<file path="src/rtl/btrl_pkg.sv">
// ----------------------------------------------------------------------------
// btrl_pkg
// Shared types and codes of the binary trie route lookup.
// ----------------------------------------------------------------------------
package btrl_pkg;

	typedef enum logic [1:0] {
		K_INSERT = 2'd0,
		K_LOOKUP = 2'd1,
		K_REJECT = 2'd2
	} kind_t;

	typedef struct packed {
		kind_t       kind;
		logic [31:0] address;
		logic [31:0] mask;
		logic [31:0] gateway;
	} item_t;

	localparam logic [1:0] ST_OK        = 2'd0;
	localparam logic [1:0] ST_FULL      = 2'd1;
	localparam logic [1:0] ST_ZERO_MASK = 2'd2;

endpackage

</file>
<file path="src/rtl/btrl_front.sv">
// ----------------------------------------------------------------------------
// btrl_front
// Input side: accepts transactions, classifies them and queues them for the
// trie engine.
// ----------------------------------------------------------------------------
module btrl_front #(
	parameter int PORT_BITS = 4
) (
	input  logic                 clk,
	input  logic                 arst_n,
	input  logic                 in_valid,
	output logic                 in_stall,
	input  logic                 mode,
	input  logic [31:0]          address,
	input  logic [31:0]          mask,
	input  logic [31:0]          route_next_hop,
	input  logic [PORT_BITS-1:0] route_port,
	output logic                 q_valid,
	input  logic                 q_take,
	output btrl_pkg::item_t      q_item,
	output logic [PORT_BITS-1:0] q_port
);

	btrl_pkg::item_t      item_q [2];
	logic [PORT_BITS-1:0] port_q [2];
	logic                 wr_ptr_q;
	logic                 rd_ptr_q;
	logic [1:0]           count_q;
	logic                 push;
	logic                 pop;
	btrl_pkg::item_t      new_item;

	assign in_stall = (count_q == 2'd2);
	assign q_valid  = (count_q != 2'd0);
	assign push     = in_valid && !in_stall;
	assign pop      = q_valid && q_take;
	assign q_item   = item_q[rd_ptr_q];
	assign q_port   = port_q[rd_ptr_q];

	always_comb begin
		new_item.address = address;
		new_item.mask    = mask;
		new_item.gateway = route_next_hop;
		if (mode) begin
			new_item.kind = btrl_pkg::K_LOOKUP;
		end else if (mask == 32'd0) begin
			new_item.kind = btrl_pkg::K_REJECT;
		end else begin
			new_item.kind = btrl_pkg::K_INSERT;
		end
	end

	always_ff @(posedge clk) begin
		if (push) begin
			item_q[wr_ptr_q] <= new_item;
			port_q[wr_ptr_q] <= route_port;
		end
	end

	always_ff @(posedge clk or negedge arst_n) begin
		if (!arst_n) begin
			wr_ptr_q <= 1'b0;
			rd_ptr_q <= 1'b0;
			count_q  <= 2'd0;
		end else begin
			if (push) begin
				wr_ptr_q <= !wr_ptr_q;
			end
			if (pop) begin
				rd_ptr_q <= !rd_ptr_q;
			end
			case ({push, pop})
				2'b10:   count_q <= count_q + 2'd1;
				2'b01:   count_q <= count_q - 2'd1;
				default: count_q <= count_q;
			endcase
		end
	end

	a_count_range: assert property (@(posedge clk) disable iff (!arst_n)
		count_q != 2'd3)
		else $error("queue count out of range");

endmodule

</file>
<file path="config.mk">
export PLATFORM = sky130hd
export DESIGN_NAME = btrl_front
export DESIGN_NICKNAME = d
export VERILOG_FILES = /design/src/rtl/btrl_pkg.sv /design/src/rtl/btrl_front.sv
export SDC_FILE = /design/constraint.sdc
export NUM_CORES = 1
export LEC_CHECK = 0
export ABC_AREA = 1
export CAP_MARGIN = 20
export CORE_UTILIZATION = 25
export DETAILED_ROUTE_END_ITERATION = 8
export DONT_BUFFER_PORTS = 1
export RECOVER_POWER = 25
export REMOVE_ABC_BUFFERS = 1
export SLEW_MARGIN = 25
export SYNTH_ARGS = -nofsm -noshare
export SYNTH_HDL_FRONTEND = slang
export SYNTH_SLANG_ARGS = --single-unit
export TNS_END_PERCENT = 10
</file>
<file path="constraint.sdc">
create_clock -name clk -period 6.9 [get_ports clk]
set_input_delay 0.69 -clock clk [delete_from_list [all_inputs] [get_ports clk]]
set_output_delay 0.69 -clock clk [all_outputs]
set_load 0.01 [all_outputs]
</file>
==> impl_metrics.py, run 1 <==
metrics = {
    "run_status": {
        "status": "finished, final reports clean",
    },
    "setup_path": {
        "cp.arrival_ns": 2.69,
        "cp_slowest_cell": "dfrtp_4",
        "path_common_cell": "nand2_1",
        "path_buf_inv": 2,
        "setup.worst_path.start_class": "flop",
        "crit_type": "reg -> out",
        "path_delay_family": "buffers and inverters",
        "critPathRequiredTime_ns": 6.21,
        "worstRegToRegCells": 5,
        "cp_num_cells": 4,
        "crit_chain": "inv_4, buf_4, nand2_1, nand2_1",
        "endpoint_kind": "output pin",
        "critical_path.max_fanout": 62,
        "slowest_delay_ns": 0.72,
    },
    "synth": {
        "postSynthCellCount": 585,
        "ys_seq_area_share_pct": 80.5,
        "yosysTopAreaCell": "edfxtp_1",
        "synth.avg_cell_area_sq_um": 13.2,
        "synth_most_common_cell": "nand2_1",
        "synth_top_area_share_pct": 79.2,
        "yosys_most_used_dff": "edfxtp_1",
        "ys_ff_latch": 208,
        "synth_area_sq_um": 7730,
        "synth-warning-count": 0,
        "synth_commonest_cells": "nand2_1 (314), edfxtp_1 (204), nor2_1 (23)",
        "synth_edf_count": 204,
        "synth_cell_types": 18,
        "ys_async_sr_fraction_pct": 1.92,
        "synthTopCellsByArea": "edfxtp_1 (79%), nand2_1 (15%), dfrtp_1 (1.3%)",
    },
    "clock_network": {
        "cts_tree": "built",
        "h-tree-depth": 1,
        "cts_buffers": 24,
        "clk_pin_slew_ns": 0.06,
        "clock-sinks": 208,
        "clockBufferDepth": 3,
        "clk_latency_ns": 0.51,
        "root_buffer": "clkbuf_16",
    },
    "placed_design": {
        "detailed_place_hpwl_microns": 9970,
        "routabilityCongestion": 0.692,
        "io_buffer_count": 0,
    },
    "floorplan": {
        "initial_utilization_pct": 25.4,
        "pin_count": 209,
        "die-area_sq_um": 31600,
        "die_h_microns": 178,
        "rows": 64,
        "die_w_microns": 178,
        "core_area_sq_um": 30500,
    },
    "job": {
        "drv_cap": 0,
    },
    "global_routing": {
        "grt_overflow": 0,
        "grt_max_degree": 71,
        "track_usage_pct": 9.69,
        "grt_pass1_wl_microns": 22900,
        "antenna_found_initial": 0,
        "grt_pass1_vias": 3890,
    },
    "drt": {
        "viasPerCell": 4.07,
        "routed_wl_microns": 16200,
        "dr.pass1.iters": 4,
        "antenna_left": 0,
        "drc_errors": 0,
        "wl_per_cell_microns": 16.1,
        "vias": 4098,
        "drtIter0Drc": 200,
    },
    "timing": {
        "hold_viol": 0,
        "setup_viol": 0,
        "min_period_ns": 3.38,
        "setup_tns_ns": 0,
        "grt_setup_unrepaired": "no",
        "drv_slew": 0,
        "clock_skew_ns": 0.00967,
        "max_freq_ghz": 0.296,
        "relSlewSlack_pct": 47.1,
        "fin_crit_sh_pct": 49.0,
        "worst_pin_slew_ns": 0.794,
    },
    "power": {
        "p_leak_uw": 0.00336,
        "fin_total_pwr_uw": 4040,
        "pwr_density_cell_nw_per_um2": 450,
        "peakVddDrop_mv": 0.178,
    },
    "cells_and_area": {
        "fillers": 3015,
        "synthToLayoutAreaGrowth_pct": 16.1,
        "antenna_cells": 0,
        "drive_gt1_share_pct": 7.86,
        "fin_nets": 703,
        "final_util_pct": 29.4,
    },
    "hold_path": {
        "worstHoldPathType": "in -> reg",
        "whs_path_depth": 0,
    },
}
per-stage QoR:
stage,cells,worst slack [ns],hold WS [ns],cell area (sq um)
4_1_cts,1005,3.35,0.241,8930
5_1_grt,1007,3.27,0.225,8980
6_report,1007,3.52,0.270,8980
3_3_place_gp,964,3.85,0.394,8160
3_5_place_dp,964,3.83,0.395,8160
2_1_floorplan,563,1.32,0.394,7610
logic make-up (layout without fill, tap and decap cells):
kind of cell,count (synthesis),in the layout,synth area share (%)
fa+ha+maj,1,1,0.162
xor+xnor,4,4,0.453
compound gates,2,2,0.178
simple gates,343,343,16.8
flops,208,208,80.5
buf+inv,27,53,1.91
layout make-up:
cell class	instances	area [sq um]	share of cell area [%]
clock buffer	27	633	7.05
clock inverter	13	126	1.41
inverter	5	21.3	0.237
multi-input combinational	350	1380	15.3
sequential	208	6230	69.4
tap	396	495	5.52
timing repair buffer	8	95.1	1.06
where the power goes:
group	switching [uW]	internal [uW]
clock network	488	731
logic	781	200
registers	112	1730
path summary, 6_finish.rpt:
path	from	endpoint	slack [ns]
max	rd_ptr_q	q_item[59]	3.52
min reg2reg	count_q[0]	count_q[0]	0.60
max in group asynchronous	arst_n	rd_ptr_q	6.27
max reg2reg	count_q[0]	item_q[0][77]	4.62
min	mask[13]	item_q[0][45]	0.27
min in group asynchronous	arst_n	count_q[1]	0.45
per-layer routing:
| layer | wire (microns) | vias up | GRT usage (%) | share of wire, % |
|---|---|---|---|---|
| li1 | - | 1987 | - | - |
| met1 | 6030 | 1936 | 10.8 | 37 |
| met2 | 8070 | 150 | 16.4 | 50 |
| met3 | 1820 | 25 | 4.39 | 11 |
| met4 | 320 | 0 | 3.13 | 2.0 |
| met5 | 0 | - | 0 | 0 |
flip-flops by register name (all words and copies together), names as in the netlist:
name and cells:
rd_ptr_q 1, wr_ptr_q 1, count_q 2, item_q 196, port_q 8
timing repair:
item,in CTS,in global routing
buffers inserted,0,0
gates resized for setup,0,0
endpoints found under the hold margin,4,0
hold buffers,1,0
cell usage in the layout (no fill, tap or decap):
master,Yosys,layout
dlygate4sd3_1,0,1
clkinv_2,0,2
clkinv_1,0,4
nor2_1,23,21
or2_1,2,2
dfrtp_4,0,1
dfrtp_1,4,3
o21ai_2,1,1
buf_12,0,1
nand2_2,1,1
xor2_1,3,3
clkbuf_16,0,25
inv_1,3,3
bufinv_16,0,2
clkbuf_1,1,2
xnor2_1,1,1
buf_16,0,1
clkinvlp_4,0,2
a21oi_1,1,1
buf_4,8,5
nand3_1,2,2
nand2_1,314,314
clkinv_4,0,1
inv_6,0,2
edfxtp_1,204,204
inv_4,0,1
inv_2,2,1
nor2_4,0,2
or2_0,1,1
ha_1,1,1
(Power assumes the default switching activity.)
==> run 2: changes to the inputs <==
- clock period: 6.9 -> 3.3 ns (I/O delays scaled with it)
==> run 2 against run 1 <==
Via count grew 12%. Sequential share of layout area shrank 7.3 points. Sequential power grew 110%. Critical path depth is the same. Largest power group unchanged. Wire length grew 8.9%. Critical path type unchanged. Non-clock buffer count grew 104. First-iteration DRC count grew 25%. Combinational power grew 130%. Utilization grew 3.5 points. Power grew 110%. Register-to-register slack lost 3.3 ns. Clock power grew 110%.
==> impl_metrics.py, run 2 (synthesis results as in run 1) <==
metrics = {
    "clock_network": {
        "clock-sinks": 208,
        "root_buffer": "clkbuf_16",
        "clk_latency_ns": 0.51,
        "h-tree-depth": 1,
        "cts_buffers": 24,
        "clk_pin_slew_ns": 0.05,
        "clockBufferDepth": 3,
        "cts_tree": "built",
    },
    "setup_path": {
        "crit_type": "reg -> out",
        "path_buf_inv": 2,
        "critPathRequiredTime_ns": 2.97,
        "setup.worst_path.start_class": "flop",
        "path_delay_family": "buffers and inverters",
        "slowest_delay_ns": 0.61,
        "path_common_cell": "nand2_1",
        "cp.arrival_ns": 2.14,
        "crit_chain": "inv_4, buf_4, nand2_1, nand2_1",
        "critical_path.max_fanout": 36,
        "endpoint_kind": "output pin",
        "cp_slowest_cell": "dfrtp_4",
    },
    "hold_path": {
        "worstHoldPathType": "in -> reg",
    },
    "cells_and_area": {
        "drive_gt1_share_pct": 7.23,
        "final_util_pct": 32.9,
        "final_cell_mix": "nand2_1 (314), edfxtp_1 (204), dlygate4sd3_1 (102)",
        "reg_top3": "item_q: 196 flops, port_q: 8 flops, count_q: 2 flops",
        "largest_reg_flops": 196,
        "synthToLayoutAreaGrowth_pct": 29.8,
        "fin_nets": 807,
        "final_area_sq_um": 10000,
        "final_common_cell": "nand2_1",
        "regMostFlops": "item_q",
    },
    "drt": {
        "drc_errors": 0,
        "routed_wl_microns": 17700,
        "vias": 4575,
        "viasPerCell": 4.10,
        "drtIter0Drc": 250,
        "wl_per_cell_microns": 15.8,
        "antenna_left": 0,
        "dr.pass1.iters": 4,
    },
    "timing": {
        "clock_skew_ns": 0.00547,
        "setup_viol": 0,
        "min_period_ns": 2.47,
        "fin_crit_sh_pct": 74.7,
        "worst_slack_ns": 0.833,
        "grt_setup_unrepaired": "no",
        "hold_viol": 0,
        "timing.hold.ws_ns": 0.0249,
        "max_freq_ghz": 0.405,
        "relSlewSlack_pct": 48.0,
        "drv_slew": 0,
        "worst_pin_slew_ns": 0.778,
    },
    "run_status": {
        "status": "finished, final reports clean",
    },
    "floorplan": {
        "pin_count": 209,
        "die-area_sq_um": 31600,
        "initial_utilization_pct": 25.4,
        "die_h_microns": 178,
        "core_area_sq_um": 30500,
        "die_w_microns": 178,
        "rows": 64,
    },
    "placed_design": {
        "pre_cts_slack_ns": 1.26,
        "placed_area_sq_um": 8240,
        "detailed_place_hpwl_microns": 10800,
        "routabilityCongestion": 0.754,
        "io_buffer_count": 0,
    },
    "power": {
        "p_leak_uw": 0.00381,
        "pwr_density_cell_nw_per_um2": 865,
        "peakVddDrop_mv": 0.468,
        "fin_total_pwr_uw": 8680,
    },
    "global_routing": {
        "track_usage_pct": 10.7,
        "grt_max_degree": 51,
        "grt_pass1_vias": 4531,
        "grt_overflow": 0,
        "grt_pass1_wl_microns": 25600,
        "antenna_found_initial": 1,
    },
    "job": {
        "drv_cap": 0,
    },
}
[run 2: routing by layer]
| layer | wire [microns] | share of wire (%) | vias to the layer above | global-route usage, % |
|---|---|---|---|---|
| li1 | - | - | 2206 | - |
| met1 | 6890 | 39 | 2184 | 12.2 |
| met2 | 8780 | 50 | 148 | 18.5 |
| met3 | 1450 | 8.2 | 37 | 3.81 |
| met4 | 559 | 3.2 | 0 | 3.49 |
| met5 | 0 | 0 | - | 0 |
[run 2: final timing paths]
| path | startpoint | to | slack [ns] | cells after the start |
|---|---|---|---|---|
| max | rd_ptr_q | q_item[86] | 0.83 | 4 |
| min | q_take | rd_ptr_q | 0.02 | 2 |
| max reg2reg | count_q[1] | item_q[1][76] | 1.33 | 4 |
| min reg2reg | count_q[0] | count_q[0] | 0.59 | 1 |
| max in group asynchronous | arst_n | rd_ptr_q | 3.01 | 1 |
| min in group asynchronous | arst_n | count_q[1] | 0.09 | 1 |
[run 2: per-stage QoR]
step / instances / setup TNS (ns)
finish: 1116 / 0
global route: 1115 / 0
CTS: 1115 / 0
detailed placement: 969 / 0
global placement: 969 / 0
floorplan: 563 / -440.05
[run 2: what timing repair did]
action | in CTS | in global routing
endpoints found under the hold margin | 206 | 0
hold buffers | 102 | 0
setup buffers | 0 | 0
resized for setup | 0 | 0
[run 2: cell type report]
type	count	area, sq um
tap	396	495
fill	2960	20500
sequential	208	6230
multi-input combinational	350	1380
antenna	1	2.50
timing repair buffer	112	1130
clock buffer	29	641
clock inverter	15	139
inverter	5	21.3
[run 2: power breakdown]
part | internal [uW] | switching [uW] | total (uW) | leakage, uW
logic | 527 | 1760 | 2290 | 0.00149
clock network | 1550 | 1050 | 2590 | 0.000374
registers | 3610 | 187 | 3800 | 0.00194
